===== config.mk =====
export PLATFORM = sky130hd
export DESIGN_NAME = six_axis_jog_positioner_flat
export DESIGN_NICKNAME = d
export VERILOG_FILES = /design/src/sv/sjp_pkg.sv /design/src/sv/sjp_if.sv /design/src/sv/sjp_div.sv /design/src/sv/sjp_dp.sv /design/src/sv/sjp_ctrl.sv /design/src/sv/six_axis_jog_positioner.sv /design/src/flat_wrapper.sv
export VERILOG_INCLUDE_DIRS = /design/src /design/src/sv
export SDC_FILE = /design/constraint.sdc
export NUM_CORES = 2
export LEC_CHECK = 0
export BUFFER_PORTS_ARGS = -buffer_cell sky130_fd_sc_hd__buf_2
export CAP_MARGIN = 25
export CORE_ASPECT_RATIO = 1.2
export CORE_MARGIN = 2
export CORE_UTILIZATION = 60
export CTS_BUF_LIST = sky130_fd_sc_hd__clkbuf_2
export DETAILED_ROUTE_END_ITERATION = 8
export GPL_ROUTABILITY_DRIVEN = 0
export HOLD_SLACK_MARGIN = 0.02
export PLACE_DENSITY = 0.77
export SLEW_MARGIN = 20
export SYNTH_ARGS = -nofsm -noshare
export SYNTH_HDL_FRONTEND = slang
export SYNTH_HIERARCHICAL = 1
export SYNTH_SLANG_ARGS = --single-unit

===== constraint.sdc =====
create_clock -name clk -period 7.6 [get_ports clk]
set_clock_uncertainty 0.2 [all_clocks]
set_input_delay 0.38 -clock clk [delete_from_list [all_inputs] [get_ports clk]]
set_output_delay 0.38 -clock clk [all_outputs]
set_load 0.1 [all_outputs]

===== src/sv/six_axis_jog_positioner_defines.svh =====
// Assertion macros for the six-axis jog positioner.
`ifndef SIX_AXIS_JOG_POSITIONER_DEFINES_SVH
`define SIX_AXIS_JOG_POSITIONER_DEFINES_SVH

// Same-cycle implication, clocked on clk, off during reset.
`define SJP_ASSERT_NOW(lbl, ante, cons, msg) \
	lbl: assert property (@(posedge clk) disable iff (!arst_n) (ante) |-> (cons)) \
		else $error(msg);

// Next-cycle implication, clocked on clk, off during reset.
`define SJP_ASSERT_NEXT(lbl, ante, cons, msg) \
	lbl: assert property (@(posedge clk) disable iff (!arst_n) (ante) |=> (cons)) \
		else $error(msg);

`endif


===== src/sv/sjp_pkg.sv =====
// Shared types, constants and helper functions of the jog positioner.
`default_nettype none

package sjp_pkg;

	localparam int AXIS_COUNT = 6;
	localparam int SETUP_AXES = 6;
	localparam int AXIS_W     = 3;
	localparam int AXIS_IDX_W = (AXIS_COUNT > 1) ? $clog2(AXIS_COUNT) : 1;
	localparam int WRAP_IDX_W = $clog2(SETUP_AXES);
	localparam int OP_W       = 3;
	localparam int CFG_IDX_W  = 3;
	localparam int SETUP_W    = 62;
	localparam int BND_W      = 12;
	localparam int STEP_W     = 10;
	localparam int MULT_W     = 8;
	localparam int DET_W      = STEP_W + MULT_W;
	localparam int POS_W      = 14;
	localparam int OUT_W      = 12;
	// working value: position +/- detent +/- one bound, with margin
	localparam int VAL_W      = 20;
	localparam int MAG_W      = 20;
	localparam int DIV_ITER   = MAG_W / 2;
	localparam int DIV_CNT_W  = $clog2(DIV_ITER);

	localparam logic [CFG_IDX_W-1:0] REG_WRAP_MASK = 3'd6;
	localparam logic [SETUP_AXES-1:0] WRAP_RESET   = 6'd7;

	localparam logic [SETUP_W-1:0] SETUP_RESET [SETUP_AXES] = '{
		62'd811000120246435840, 62'd811000120246435840, 62'd811000120246435840,
		62'd811001151040392416, 62'd811001151040392416, 62'd811001164465848420
	};

	typedef enum logic [OP_W-1:0] {
		OP_START    = 3'd0,
		OP_STEP_UP  = 3'd1,
		OP_STEP_DN  = 3'd2,
		OP_MINOR_UP = 3'd3,
		OP_MINOR_DN = 3'd4,
		OP_MAJOR_UP = 3'd5,
		OP_MAJOR_DN = 3'd6,
		OP_LOAD     = 3'd7
	} op_t;

	typedef struct packed {
		logic [MULT_W-1:0]       major;
		logic [MULT_W-1:0]       minor;
		logic [STEP_W-1:0]       step;
		logic signed [BND_W-1:0] start;
		logic signed [BND_W-1:0] maxv;
		logic signed [BND_W-1:0] minv;
	} setup_t;

	typedef enum logic [7:0] {
		ST_IDLE  = 8'b0000_0001,
		ST_FETCH = 8'b0000_0010,
		ST_MULT  = 8'b0000_0100,
		ST_APPLY = 8'b0000_1000,
		ST_DIV   = 8'b0001_0000,
		ST_TRUNC = 8'b0010_0000,
		ST_BOUND = 8'b0100_0000,
		ST_OUT   = 8'b1000_0000
	} state_t;

	typedef struct packed {
		logic capture;
		logic fetch;
		logic mult;
		logic apply;
		logic trunc;
		logic bound;
		logic commit;
	} dp_cmd_t;

	typedef struct packed {
		logic need_div;
		logic div_done;
	} dp_stat_t;

	localparam logic signed [VAL_W-1:0] POS_HI = VAL_W'((1 <<< (POS_W - 1)) - 1);
	localparam logic signed [VAL_W-1:0] POS_LO = VAL_W'(-(1 <<< (POS_W - 1)));
	localparam logic signed [POS_W-1:0] OUT_HI = POS_W'((1 <<< (OUT_W - 1)) - 1);
	localparam logic signed [POS_W-1:0] OUT_LO = POS_W'(-(1 <<< (OUT_W - 1)));

	function automatic logic is_detent(input op_t op);
		return (op == OP_MINOR_UP) || (op == OP_MINOR_DN) ||
			(op == OP_MAJOR_UP) || (op == OP_MAJOR_DN);
	endfunction

	function automatic logic signed [POS_W-1:0] start_pos(input setup_t s);
		return POS_W'(s.start);
	endfunction

	function automatic logic signed [POS_W-1:0] sat_pos(input logic signed [VAL_W-1:0] v);
		logic signed [POS_W-1:0] r;
		if (v > POS_HI)
			r = POS_HI[POS_W-1:0];
		else if (v < POS_LO)
			r = POS_LO[POS_W-1:0];
		else
			r = v[POS_W-1:0];
		return r;
	endfunction

	function automatic logic signed [OUT_W-1:0] sat_out(input logic signed [POS_W-1:0] v);
		logic signed [OUT_W-1:0] r;
		if (v > OUT_HI)
			r = OUT_HI[OUT_W-1:0];
		else if (v < OUT_LO)
			r = OUT_LO[OUT_W-1:0];
		else
			r = v[OUT_W-1:0];
		return r;
	endfunction

endpackage

`default_nettype wire


===== src/sv/sjp_if.sv =====
// Valid/ready channel interfaces for jog commands and position results.
`default_nettype none

interface sjp_cmd_if;
	logic                                valid;
	logic                                ready;
	logic [sjp_pkg::OP_W-1:0]            operation;
	logic [sjp_pkg::AXIS_W-1:0]          axis_select;
	logic signed [sjp_pkg::BND_W-1:0]    load_value;

	modport source (output valid, output operation, output axis_select,
		output load_value, input ready);
	modport sink (input valid, input operation, input axis_select,
		input load_value, output ready);
endinterface

interface sjp_res_if;
	logic                                valid;
	logic                                ready;
	logic [sjp_pkg::AXIS_W-1:0]          moved_axis;
	logic signed [sjp_pkg::OUT_W-1:0]    new_position;

	modport source (output valid, output moved_axis, output new_position, input ready);
	modport sink (input valid, input moved_axis, input new_position, output ready);
endinterface

`default_nettype wire


===== src/sv/sjp_div.sv =====
// Radix-4 restoring divider that yields the remainder of a magnitude.
`default_nettype none

module sjp_div (
	input  logic                             clk,
	input  logic                             arst_n,
	input  logic                             start,
	input  logic [sjp_pkg::MAG_W-1:0]        dividend,
	input  logic [sjp_pkg::DET_W-1:0]        divisor,
	output logic                             done,
	output logic [sjp_pkg::DET_W-1:0]        remainder
);

	logic                             busy_q;
	logic [sjp_pkg::DIV_CNT_W-1:0]    cnt_q;
	logic [sjp_pkg::MAG_W-1:0]        quo_q;
	logic [sjp_pkg::DET_W-1:0]        rem_q;
	logic [sjp_pkg::DET_W-1:0]        rem_nx;
	logic                             last;

	assign last      = cnt_q == sjp_pkg::DIV_CNT_W'(sjp_pkg::DIV_ITER - 1);
	assign done      = busy_q && last;
	assign remainder = rem_q;

	// two shift/compare/subtract steps per cycle
	always_comb begin
		logic [sjp_pkg::DET_W:0] r;
		rem_nx = rem_q;
		for (int i = 0; i < 2; i++) begin
			r = {rem_nx, quo_q[sjp_pkg::MAG_W-1-i]};
			if (r >= {1'b0, divisor})
				r = r - {1'b0, divisor};
			rem_nx = r[sjp_pkg::DET_W-1:0];
		end
	end

	always_ff @(posedge clk or negedge arst_n) begin
		if (!arst_n) begin
			busy_q <= 1'b0;
			cnt_q  <= '0;
		end else if (start) begin
			busy_q <= 1'b1;
			cnt_q  <= '0;
		end else if (busy_q) begin
			busy_q <= !last;
			cnt_q  <= cnt_q + 1'b1;
		end
	end

	always_ff @(posedge clk) begin
		if (start) begin
			quo_q <= dividend;
			rem_q <= '0;
		end else if (busy_q) begin
			quo_q <= {quo_q[sjp_pkg::MAG_W-3:0], 2'b00};
			rem_q <= rem_nx;
		end
	end

endmodule

`default_nettype wire


===== src/sv/sjp_dp.sv =====
// Datapath: axis settings and positions, detent arithmetic, bounds, result register.
`default_nettype none

module sjp_dp (
	input  logic                               clk,
	input  logic                               arst_n,
	input  sjp_pkg::dp_cmd_t                   cmd,
	output sjp_pkg::dp_stat_t                  stat,
	input  logic                               cfg_write,
	input  logic [sjp_pkg::CFG_IDX_W-1:0]      cfg_index,
	input  logic [sjp_pkg::SETUP_W-1:0]        cfg_data,
	input  logic [sjp_pkg::OP_W-1:0]           operation,
	input  logic [sjp_pkg::AXIS_W-1:0]         axis_select,
	input  logic signed [sjp_pkg::BND_W-1:0]   load_value,
	output logic [sjp_pkg::AXIS_W-1:0]         moved_axis,
	output logic signed [sjp_pkg::OUT_W-1:0]   new_position
);

	localparam int VW = sjp_pkg::VAL_W;

	sjp_pkg::setup_t                    setup_q [sjp_pkg::AXIS_COUNT];
	logic signed [sjp_pkg::POS_W-1:0]   pos_q [sjp_pkg::AXIS_COUNT];
	logic [sjp_pkg::SETUP_AXES-1:0]     wrap_q;

	sjp_pkg::op_t                       op_q;
	logic [sjp_pkg::AXIS_W-1:0]         sel_q;
	logic signed [sjp_pkg::BND_W-1:0]   load_q;
	logic signed [sjp_pkg::BND_W-1:0]   mn_q;
	logic signed [sjp_pkg::BND_W-1:0]   mx_q;
	logic signed [sjp_pkg::BND_W-1:0]   st_q;
	logic [sjp_pkg::STEP_W-1:0]         step_q;
	logic [sjp_pkg::MULT_W-1:0]         mult_q;
	logic                               wraps_q;
	logic                               oor_q;
	logic signed [sjp_pkg::POS_W-1:0]   cur_q;
	logic [sjp_pkg::DET_W-1:0]          det_q;
	logic signed [VW-1:0]               val_q;
	logic                               neg_q;
	logic                               trunc_q;
	logic signed [sjp_pkg::POS_W-1:0]   fin_q;
	logic [sjp_pkg::AXIS_W-1:0]         moved_axis_q;
	logic signed [sjp_pkg::OUT_W-1:0]   new_position_q;

	logic                               sel_ok;
	logic [sjp_pkg::AXIS_IDX_W-1:0]     sel_idx;
	sjp_pkg::setup_t                    fsel;
	logic signed [sjp_pkg::POS_W-1:0]   fpos;
	logic                               fwrap;

	logic signed [VW-1:0]               mn_ext;
	logic signed [VW-1:0]               mx_ext;
	logic signed [VW-1:0]               v1;
	logic signed [VW-1:0]               vt;
	logic signed [VW-1:0]               vb;
	logic [sjp_pkg::MAG_W-1:0]          mag;
	logic [sjp_pkg::DET_W-1:0]          rem;
	logic                               div_start;

	// ---- settings and positions ----
	for (genvar a = 0; a < sjp_pkg::AXIS_COUNT; a++) begin : g_axis
		if (a < sjp_pkg::SETUP_AXES) begin : g_reg
			always_ff @(posedge clk or negedge arst_n) begin
				if (!arst_n)
					setup_q[a] <= sjp_pkg::setup_t'(sjp_pkg::SETUP_RESET[a]);
				else if (cfg_write && cfg_index == sjp_pkg::CFG_IDX_W'(a))
					setup_q[a] <= sjp_pkg::setup_t'(cfg_data);
			end
		end else begin : g_fixed
			assign setup_q[a] = '0;
		end

		always_ff @(posedge clk or negedge arst_n) begin
			if (!arst_n) begin
				if (a < sjp_pkg::SETUP_AXES)
					pos_q[a] <= sjp_pkg::start_pos(
						sjp_pkg::setup_t'(sjp_pkg::SETUP_RESET[a % sjp_pkg::SETUP_AXES]));
				else
					pos_q[a] <= '0;
			end else if (cfg_write && cfg_index == sjp_pkg::CFG_IDX_W'(a) &&
					a < sjp_pkg::SETUP_AXES) begin
				// setup write also homes the axis
				pos_q[a] <= sjp_pkg::start_pos(sjp_pkg::setup_t'(cfg_data));
			end else if (cmd.commit && sel_ok && sel_idx == sjp_pkg::AXIS_IDX_W'(a)) begin
				pos_q[a] <= fin_q;
			end
		end
	end

	always_ff @(posedge clk or negedge arst_n) begin
		if (!arst_n)
			wrap_q <= sjp_pkg::WRAP_RESET;
		else if (cfg_write && cfg_index == sjp_pkg::REG_WRAP_MASK)
			wrap_q <= cfg_data[sjp_pkg::SETUP_AXES-1:0];
	end

	// ---- fetch ----
	assign sel_ok  = {1'b0, sel_q} < (sjp_pkg::AXIS_W + 1)'(sjp_pkg::AXIS_COUNT);
	assign sel_idx = sel_q[sjp_pkg::AXIS_IDX_W-1:0];
	assign fsel    = sel_ok ? setup_q[sel_idx] : '0;
	assign fpos    = sel_ok ? pos_q[sel_idx] : '0;
	assign fwrap   = sel_ok && (sel_q < sjp_pkg::AXIS_W'(sjp_pkg::SETUP_AXES)) &&
		wrap_q[sel_q[sjp_pkg::WRAP_IDX_W-1:0]];

	// ---- move ----
	assign mn_ext = VW'(mn_q);
	assign mx_ext = VW'(mx_q);

	always_comb begin
		logic signed [VW-1:0] cur_ext;
		logic signed [VW-1:0] step_ext;
		logic signed [VW-1:0] det_ext;
		cur_ext  = VW'(cur_q);
		step_ext = VW'(step_q);
		det_ext  = VW'(det_q);
		case (op_q)
			sjp_pkg::OP_START:    v1 = VW'(st_q);
			sjp_pkg::OP_STEP_UP:  v1 = cur_ext + step_ext;
			sjp_pkg::OP_STEP_DN:  v1 = cur_ext - step_ext;
			sjp_pkg::OP_LOAD:     v1 = VW'(load_q);
			sjp_pkg::OP_MINOR_UP,
			sjp_pkg::OP_MAJOR_UP: v1 = cur_ext + det_ext;
			sjp_pkg::OP_MINOR_DN,
			sjp_pkg::OP_MAJOR_DN: begin
				v1 = cur_ext - det_ext;
				if (v1 < mn_ext && wraps_q)
					v1 = v1 + mx_ext;
			end
			default:              v1 = cur_ext;
		endcase
		mag = sjp_pkg::MAG_W'(v1[VW-1] ? -v1 : v1);
	end

	assign stat.need_div = sjp_pkg::is_detent(op_q) && (det_q != '0);
	assign div_start     = cmd.apply && stat.need_div;

	sjp_div u_div (
		.clk       (clk),
		.arst_n    (arst_n),
		.start     (div_start),
		.dividend  (mag),
		.divisor   (det_q),
		.done      (stat.div_done),
		.remainder (rem)
	);

	// truncate toward zero, then the lower bound
	always_comb begin
		logic signed [VW-1:0] rem_ext;
		rem_ext = VW'(rem);
		vt = val_q;
		if (trunc_q)
			vt = neg_q ? val_q + rem_ext : val_q - rem_ext;
		if (vt < mn_ext)
			vt = wraps_q ? vt + mx_ext : mn_ext;
	end

	// upper bound
	always_comb begin
		vb = val_q;
		if (val_q > mx_ext)
			vb = wraps_q ? val_q - mx_ext : mx_ext;
	end

	always_ff @(posedge clk) begin
		if (cmd.capture) begin
			op_q   <= sjp_pkg::op_t'(operation);
			sel_q  <= axis_select;
			load_q <= load_value;
		end
		if (cmd.fetch) begin
			mn_q    <= fsel.minv;
			mx_q    <= fsel.maxv;
			st_q    <= fsel.start;
			step_q  <= fsel.step;
			mult_q  <= (op_q == sjp_pkg::OP_MINOR_UP || op_q == sjp_pkg::OP_MINOR_DN) ?
				fsel.minor : fsel.major;
			wraps_q <= fwrap;
			oor_q   <= !sel_ok;
			cur_q   <= fpos;
		end
		if (cmd.mult)
			det_q <= sjp_pkg::DET_W'(step_q) * sjp_pkg::DET_W'(mult_q);
		if (cmd.apply) begin
			val_q   <= v1;
			neg_q   <= v1[VW-1];
			trunc_q <= stat.need_div;
		end
		if (cmd.trunc)
			val_q <= vt;
		if (cmd.bound)
			fin_q <= sjp_pkg::sat_pos(vb);
		if (cmd.commit) begin
			moved_axis_q   <= sel_q;
			new_position_q <= oor_q ? '0 : sjp_pkg::sat_out(fin_q);
		end
	end

	assign moved_axis   = moved_axis_q;
	assign new_position = new_position_q;

endmodule

`default_nettype wire


===== src/sv/sjp_ctrl.sv =====
// Controller: sequences one jog word through the datapath and owns the handshakes.
`default_nettype none

`include "six_axis_jog_positioner_defines.svh"

module sjp_ctrl (
	input  logic                 clk,
	input  logic                 arst_n,
	input  logic                 cmd_valid,
	output logic                 cmd_ready,
	output logic                 res_valid,
	input  logic                 res_ready,
	output sjp_pkg::dp_cmd_t     dp_cmd,
	input  sjp_pkg::dp_stat_t    stat
);

	sjp_pkg::state_t state_q;
	sjp_pkg::state_t state_d;
	logic            out_valid_q;
	logic            out_free;

	assign out_free  = !out_valid_q || res_ready;
	assign cmd_ready = state_q == sjp_pkg::ST_IDLE;
	assign res_valid = out_valid_q;

	always_comb begin
		state_d = state_q;
		dp_cmd  = '0;
		case (state_q)
			sjp_pkg::ST_IDLE: begin
				if (cmd_valid) begin
					dp_cmd.capture = 1'b1;
					state_d        = sjp_pkg::ST_FETCH;
				end
			end
			sjp_pkg::ST_FETCH: begin
				dp_cmd.fetch = 1'b1;
				state_d      = sjp_pkg::ST_MULT;
			end
			sjp_pkg::ST_MULT: begin
				dp_cmd.mult = 1'b1;
				state_d     = sjp_pkg::ST_APPLY;
			end
			sjp_pkg::ST_APPLY: begin
				dp_cmd.apply = 1'b1;
				state_d      = stat.need_div ? sjp_pkg::ST_DIV : sjp_pkg::ST_TRUNC;
			end
			sjp_pkg::ST_DIV: begin
				if (stat.div_done)
					state_d = sjp_pkg::ST_TRUNC;
			end
			sjp_pkg::ST_TRUNC: begin
				dp_cmd.trunc = 1'b1;
				state_d      = sjp_pkg::ST_BOUND;
			end
			sjp_pkg::ST_BOUND: begin
				dp_cmd.bound = 1'b1;
				state_d      = sjp_pkg::ST_OUT;
			end
			sjp_pkg::ST_OUT: begin
				// hold until the result register is free
				if (out_free) begin
					dp_cmd.commit = 1'b1;
					state_d       = sjp_pkg::ST_IDLE;
				end
			end
			default: state_d = sjp_pkg::ST_IDLE;
		endcase
	end

	always_ff @(posedge clk or negedge arst_n) begin
		if (!arst_n) begin
			state_q     <= sjp_pkg::ST_IDLE;
			out_valid_q <= 1'b0;
		end else begin
			state_q <= state_d;
			if (dp_cmd.commit)
				out_valid_q <= 1'b1;
			else if (res_ready)
				out_valid_q <= 1'b0;
		end
	end

	`SJP_ASSERT_NEXT(a_accept_fetch, cmd_valid && cmd_ready, state_q == sjp_pkg::ST_FETCH, "accepted word did not start a fetch")
	`SJP_ASSERT_NEXT(a_commit_shown, dp_cmd.commit, res_valid, "committed result not presented")
	`SJP_ASSERT_NOW(a_no_overwrite, dp_cmd.commit && out_valid_q, res_ready, "pending result overwritten")
	`SJP_ASSERT_NOW(a_div_needed, state_q == sjp_pkg::ST_DIV, stat.need_div, "divider wait without a detent move")

endmodule

`default_nettype wire


===== src/sv/six_axis_jog_positioner.sv =====
// Six-axis jog positioner: a jog word in, the moved axis and its new position out.
// Each accepted word is handled alone. Steps, loads, return-to-start, detent moves with a zero
// detent and words for an axis that does not exist skip the divider. Other detent moves pass
// through the radix-4 remainder divider, which truncates the value to a multiple of the detent.
// The steps around it are fetch, multiply and apply, then truncate, bound and result load. The
// result sits in an output register, so the next word is taken while an earlier result waits.
// That next word then holds in its result-load step until the earlier result is taken. Writing
// an axis setup register also returns that axis to its new start; the user must write
// configuration only while no word is in flight, and the block itself does not enforce this.
`default_nettype none

module six_axis_jog_positioner (
	input  logic                               clk,
	input  logic                               arst_n,
	sjp_cmd_if.sink                            cmd,
	sjp_res_if.source                          res,
	input  logic                               cfg_write,
	input  logic [sjp_pkg::CFG_IDX_W-1:0]      cfg_index,
	input  logic [sjp_pkg::SETUP_W-1:0]        cfg_data
);

	sjp_pkg::dp_cmd_t  dp_cmd;
	sjp_pkg::dp_stat_t dp_stat;
	logic              cmd_ready;
	logic              res_valid;

	assign cmd.ready = cmd_ready;
	assign res.valid = res_valid;

	sjp_ctrl u_ctrl (
		.clk       (clk),
		.arst_n    (arst_n),
		.cmd_valid (cmd.valid),
		.cmd_ready (cmd_ready),
		.res_valid (res_valid),
		.res_ready (res.ready),
		.dp_cmd    (dp_cmd),
		.stat      (dp_stat)
	);

	sjp_dp u_dp (
		.clk          (clk),
		.arst_n       (arst_n),
		.cmd          (dp_cmd),
		.stat         (dp_stat),
		.cfg_write    (cfg_write),
		.cfg_index    (cfg_index),
		.cfg_data     (cfg_data),
		.operation    (cmd.operation),
		.axis_select  (cmd.axis_select),
		.load_value   (cmd.load_value),
		.moved_axis   (res.moved_axis),
		.new_position (res.new_position)
	);

endmodule

`default_nettype wire


===== src/flat_wrapper.sv =====
// flat-port wrapper written by rule: the top's interface ports become plain ports
module six_axis_jog_positioner_flat 
  (clk, arst_n, cfg_write, cfg_index, cfg_data, cmd_valid, cmd_operation, cmd_axis_select, cmd_load_value, cmd_ready, res_valid, res_moved_axis, res_new_position, res_ready);
  sjp_cmd_if cmd_i ();
  sjp_res_if res_i ();
  input  logic clk;
  input  logic arst_n;
  input  logic cfg_write;
  input  logic [sjp_pkg::CFG_IDX_W-1:0] cfg_index;
  input  logic [sjp_pkg::SETUP_W-1:0] cfg_data;
  input wire logic [$bits(cmd_i.valid)-1:0] cmd_valid;
  input wire logic [$bits(cmd_i.operation)-1:0] cmd_operation;
  input wire logic [$bits(cmd_i.axis_select)-1:0] cmd_axis_select;
  input wire logic [$bits(cmd_i.load_value)-1:0] cmd_load_value;
  output wire logic [$bits(cmd_i.ready)-1:0] cmd_ready;
  output wire logic [$bits(res_i.valid)-1:0] res_valid;
  output wire logic [$bits(res_i.moved_axis)-1:0] res_moved_axis;
  output wire logic [$bits(res_i.new_position)-1:0] res_new_position;
  input wire logic [$bits(res_i.ready)-1:0] res_ready;
  assign cmd_i.valid = cmd_valid;
  assign cmd_i.operation = cmd_operation;
  assign cmd_i.axis_select = cmd_axis_select;
  assign cmd_i.load_value = cmd_load_value;
  assign cmd_ready = cmd_i.ready;
  assign res_valid = res_i.valid;
  assign res_moved_axis = res_i.moved_axis;
  assign res_new_position = res_i.new_position;
  assign res_i.ready = res_ready;
  six_axis_jog_positioner u_core (.clk(clk), .arst_n(arst_n), .cmd(cmd_i), .res(res_i), .cfg_write(cfg_write), .cfg_index(cfg_index), .cfg_data(cfg_data));
endmodule

; After elaboration in Yosys (flattened, before gate mapping)
; Cells that the tools add are included.
[totals]
ff_bits = 671
latch_bits = 0
ram_bits = 0
rom_bits = 0
out_inout_bits = 17
wordCells = 230
n_memories = 0
[op_classes]
n_addsub = 13
multipliers = 1
n_div = 0
order_cmp = 13
eq_ne = 30
shift = 0
mux = 60
n_bitwise = 1
reduce_logical = 44
[ops]
columns = operator, count
row1 = $mux 20, 12
row2 = $mux 14, 15
row3 = $bmux 62 s3, 1
row4 = $mux 62, 3
row5 = $pmux 20 s6, 1
row6 = $pmux 8 s8, 1
row7 = $bmux 14 s3, 1
row8 = $add 20x12->20, 2
row9 = $lt 20x12->1, 2
row10 = $ge 19x18->1, 2
row11 = $mux 18, 2
row12 = $sub 18x18->18, 2
row13 = $mux 8, 4
row14 = $eq 3x3->1 const B, 9
row15 = $add 14x19->20, 1
row16 = $add 20x19->20, 1
row17 = $gt 20x12->1, 1
row18 = $gt 20x14->1 const B, 1
row19 = $logic_and 1x1->1, 20
row20 = $lt 20x14->1 const B, 1
row21 = $neg 20->20, 1
row22 = $sub 14x19->20, 1
row23 = $sub 20x12->20, 1
row24 = $sub 20x19->20, 1
row25 = 35 further kinds, 76

; Logic depth before layout (Yosys ltp)
[logic_depth]
ltp_word = 8
ltp_mapped = 30
mapped_depth_nobuf = 29

; Cells and area by module
; The synthesis kept the hierarchy.
[by_module_without_submodules]
columns = module, n_inst, cells_per_inst, area_per_inst_um2, seq_area_each_um2
row1 = sjp_dp, 1, 4364, 39550.4, 16392.0
row2 = sjp_div, 1, 446, 4102.7, 1086.0
row3 = sjp_ctrl, 1, 55, 558.0, 226.5

; Worst setup path after synthesis
; OpenSTA, ideal clock, no wires.
[synth_timing]
path_type = register -> register
startpoint = register u_core/u_dp/cur_q[0] (netlist name)
endpoint = register u_core/u_dp/u_div/quo_q[18] (netlist name), data pin
setup_ps = 260
t_arrival_ps = 6318
t_required_ps = 7140
slack_ps = 823
stages_incl_launch_ff = 30
synth_period_minus_slack_ps = 6777
path_cell_list = edfxtp_1 -> inv_1 -> ha_1 -> inv_1 -> fa_1 -> a211oi_1 -> o21ai_1 -> a2111oi_0 -> o31a_1 -> o31ai_1 -> a21oi_1 -> nor2_1 -> nor2_1 -> xnor2_1 -> ha_1 -> nand4_1 -> or2_1 -> o32a_1 -> nand4_2 -> a21oi_1 -> clkbuf_1 -> a221o_1 -> inv_1 -> ha_1 -> inv_1 -> a211oi_1 -> nand4bb_1 -> or4b_4 -> o311a_1 -> mux2_2
[synth_between]
elab_chain_len = 8
[synth_rtl]
columns = element, line
row1 = from (decl), sjp_dp.sv:35  ; logic signed [sjp_pkg::POS_W-1:0] cur_q;
row2 = from (signal assigned), sjp_dp.sv:179  ; cur_q <= fpos;
row3 = $sub 14x19->20, sjp_dp.sv:124  ; v1 = cur_ext - det_ext;
row4 = $lt 20x12->1, sjp_dp.sv:125  ; if (v1 < mn_ext && wraps_q)
row5 = $logic_and 1x1->1, sjp_dp.sv:125
row6 = $mux 20, sjp_dp.sv:125
row7 = $pmux 20 s6 *, sjp_dp.sv:115  ; case (op_q)
row8 = $neg 20->20, sjp_dp.sv:130  ; mag = sjp_pkg::MAG_W'(v1[VW-1] ? -v1 : v1);
row9 = $mux 20 *, sjp_dp.sv:130
row10 = "named net u_core.u_dp.mag, one bit", sjp_dp.sv:55  ; logic [sjp_pkg::MAG_W-1:0] mag;
row11 = $mux 20 *, sjp_div.sv:51  ; if (start) begin
row12 = to (signal assigned), sjp_div.sv:52  ; quo_q <= dividend;
row13 = to (signal assigned), sjp_div.sv:55  ; quo_q <= {quo_q[sjp_pkg::MAG_W-3:0], 2'b00};
row14 = to (decl), sjp_div.sv:16  ; logic [sjp_pkg::MAG_W-1:0] quo_q;
; The timed path passes the listed nets; every way through them passes the cells marked *.
; A chain may end at the register's enable or synchronous reset.

; Worst setup path after layout
; Same ends and word-level chain as after synthesis.

==> impl_metrics.csv <==
group,metric,value,unit
outcome,outcome,"finished clean",
critical_path,r2r_slack,400,ps
routing,wl,133000,um
die,ios,105,
critical_path,r2r_start,"u_core/u_dp/cur_q[0]",
routing,drt_iter0_drc,3439,
global_routing,grt_usage,35.3,%
synthesis,synth_top_area_share,21.6,%
synthesis,syn_inst,4865,
cells_and_area,fin_nets,5559,
critical_path,rr_worst_depth,29,
critical_path,crit_family,"compound AO/OA/AOI/OAI gates",
job,cap_violations,0,
place,place_hpwl,88200,um
power,clockPowerShare,15.1,%
cells_and_area,final_layout_size_suffix_gt1_share,14.1,%
synthesis,synth-seq-cells,671,
clocking,root_buffer,"clkbuf_2",
die,die_w,252,um
die,num_rows,109,
die,core,0.0734,mm2
critical_path,endpoint_kind,"flop",
synthesis,synthTopCellsByArea,"dfrtp_1 22%, edfxtp_1 12%, nand2_1 11%",
die,start_util,60.3,%
global_routing,overflow,0,
critical_path,critPathSlowestCell,"or4b_4",
clocking,cts_buffer_depth,3,
synthesis,syn_nets,5262,
critical_path,worst-path-buf-inv,4,
critical_path,crit_type,"flop to flop",
routing,drt-pass1-iter-count,5,
worst_hold_path,hold_class,"input port to flop",
synthesis,ys_async_sr_fraction,70.9,%
critical_path,worstPathRequired,8550,ps
clocking,htree_levels,4,
clocking,postCtsSetupRepairBufs,0,
sta,setup_violations,0,
power,p_leak,23.0,nW
synthesis,yosysMostFrequentCell,"nand2_1",
place,place_area,0.0456,mm2
synthesis,yosysTopAreaCell,"dfrtp_1",
clocking,cts_tree,"yes",
routing,vias_per_cell,6.20,
critical_path,crit_path_start_kind,"flop",
sta,report.final.slew_viol_count,0,
global_routing,antenna_found_initial,12,
sta,fin_crit,7200,ps
synthesis,yosysUniqueCellTypes,115,
global_routing,grt_pass1_vias,38900,
power,power.density,337,mW/mm2
place,port_buffers,104,
power,ir_drop,0.249,mV
routing,vias,38800,
critical_path,r2r_end,"u_core/u_dp/u_div/quo_q[18]",
power,power.share.combinational,53.6,%
critical_path,arrival,8150,ps
routing,drc,0,
clocking,cts.sinks,671,
synthesis,synth_flop_cell,"dfrtp_1",
critical_path,crit_fanout,5,
sta,min_period_over_period,94.7,%
clocking,cts_buffers,164,
global_routing,grt_max_degree,157,
routing,wl_per_cell,21.2,um
sta,hold_viol_final,0,
power,p_int,9.29,mW
synthesis,ys_seq_area_share,40.0,%
cells_and_area,final_util,67.1,%
synthesis,syn_avg_cell_area,9.09,um2
clocking,insertion_delay,1430,ps
clocking,clkTransAtPathRegs,110,ps
power,p_total,16.6,mW
die,die_y,301,um
die,dieArea,0.0759,mm2
worst_hold_path,min_from,"cmd_valid",
power,seq_power_share,31.3,%
synthesis,yosys-top-cells-count,"1299 x nand2_1, 382 x dfrtp_1, 269 x inv_1",
sta,tightest_slew,1100,ps
routing,drt.antenna.violating_nets,0,
synthesis,yosysWarnings,6,
worst_hold_path,min_to,"u_core/u_ctrl/state_q[1]",
critical_path,slowest_delay,510,ps
synthesis,synth-edff-count,177,
cells_and_area,design_area,0.0492,mm2
global_routing,grt_pass1_wl,209000,um
cells_and_area,area_growth,11.4,%
sta,slew_headroom,26.7,%
power,switchingPower,7.30,mW
sta,max_freq,139,MHz
synthesis,syn_area,0.0442,mm2
worst_hold_path,whs_path_depth,4,
power,swShare,44.0,%
==> worst max-delay path by stage <==
stage	endpoint	cells past startpoint	slack (ps)	startpoint
2_1_floorplan	u_core/u_dp/u_div/quo_q[18]	29	820	u_core/u_dp/cur_q[0]
3_3_place_gp	u_core/u_dp/u_div/quo_q[18]	29	420	u_core/u_dp/cur_q[0]
3_5_place_dp	u_core/u_dp/u_div/quo_q[18]	29	300	u_core/u_dp/cur_q[0]
4_1_cts	u_core/u_dp/u_div/quo_q[18]	29	290	u_core/u_dp/cur_q[0]
5_1_grt	u_core/u_dp/u_div/quo_q[16]	30	-10	u_core/u_dp/cur_q[0]
6_report	u_core/u_dp/u_div/quo_q[18]	29	400	u_core/u_dp/cur_q[0]
==> cells in the final DEF, fill, tap and decap left out, types with 77 or more instances in the layout <==
cell	synthesis	layout
dfstp_2	94	94
xnor2_1	98	98
buf_2	1	104
nand2_1	1299	1296
ha_1	251	251
o21ai_0	221	221
dfrtp_1	382	382
edfxtp_1	177	177
inv_1	269	269
mux2i_1	195	195
a21oi_1	216	214
dlygate4sd3_1	0	199
clkbuf_2	0	261
mux4_2	77	77
nor2_1	223	216
==> per-layer routing <==
layer | GRT usage [%] | up-vias | routed length [um]
li1 | - | 17700 | -
met1 | 43.0 | 18800 | 50400
met2 | 58.3 | 1821 | 63200
met3 | 7.08 | 443 | 10800
met4 | 21.2 | 4 | 8220
met5 | 0 | - | 23
==> sequential cells by signal (all words and copies together) (netlist names), 6 cells and up <==
name / count
u_core/u_dp/u_div/remainder: 18
u_core/u_dp/cur_q: 14
u_core/u_dp/pos_q: 84
u_core/u_dp/st_q: 12
u_core/u_ctrl/state_q: 8
u_core/u_dp/step_q: 10
u_core/u_dp/wrap_q: 6
u_core/u_dp/fin_q: 14
u_core/u_dp/mult_q: 8
u_core/u_dp/u_div/quo_q: 20
u_core/u_dp/load_q: 12
u_core/u_dp/mn_q: 12
u_core/u_dp/setup_q: 372
u_core/u_dp/new_position: 12
u_core/u_dp/mx_q: 12
u_core/u_dp/val_q: 20
u_core/u_dp/det_q: 18
==> metrics by stage <==
step | instances | worst slack (ps) | TNS (ps) | hold WS [ps]
after detailed placement | 5735 | 300 | 0 | 201
after floorplan | 4865 | 823 | 0 | -116
final | 6254 | 403 | 0 | 147
after global routing | 6252 | -12.5 | -19.1 | 36.7
after global placement | 5733 | 423 | 0 | 206
after CTS | 6238 | 288 | 0 | 27.7
==> power groups by stage <==
stage | registers (mW) | logic, mW | clock network (mW)
2_1_floorplan | 4.99 | 6.66 | 0
3_3_place_gp | 5.21 | 8.39 | 0
3_5_place_dp | 5.24 | 8.56 | 0
4_1_cts | 5.17 | 8.71 | 2.55
5_1_grt | 5.26 | 9.78 | 2.74
6_report | 5.19 | 8.89 | 2.51
==> final cells by class <==
class / count / area, um2
fill: 5882 / 24100
clock inverter: 42 / 245
clock buffer: 261 / 1310
timing repair buffer: 362 / 3060
antenna: 12 / 30.0
sequential: 671 / 17700
tap: 943 / 1180
multi-input combinational: 3692 / 24700
inverter: 271 / 1020
==> repair_timing <==
item	CTS	global route
endpoints found under the setup margin	0	4
hold endpoints to repair	952	0
gates resized for setup	0	4
hold buffers	200	0
==> tightest hold or removal path: cells and delay by family <==
| family | cells | cell delay, ps |
|---|---|---|
| buffers and inverters | 3 | 1190 |
| AND/OR/NAND/NOR | 1 | 120 |
==> cells by family after synthesis <==
kind of cell    synth area share (%)
compound gates                  13.5
buf+inv                         4.38
xor+xnor                        2.87
flops                           40.0
mux                             9.76
fa+ha+maj                       9.73
simple gates                    19.7
(Power assumes the default switching activity.)
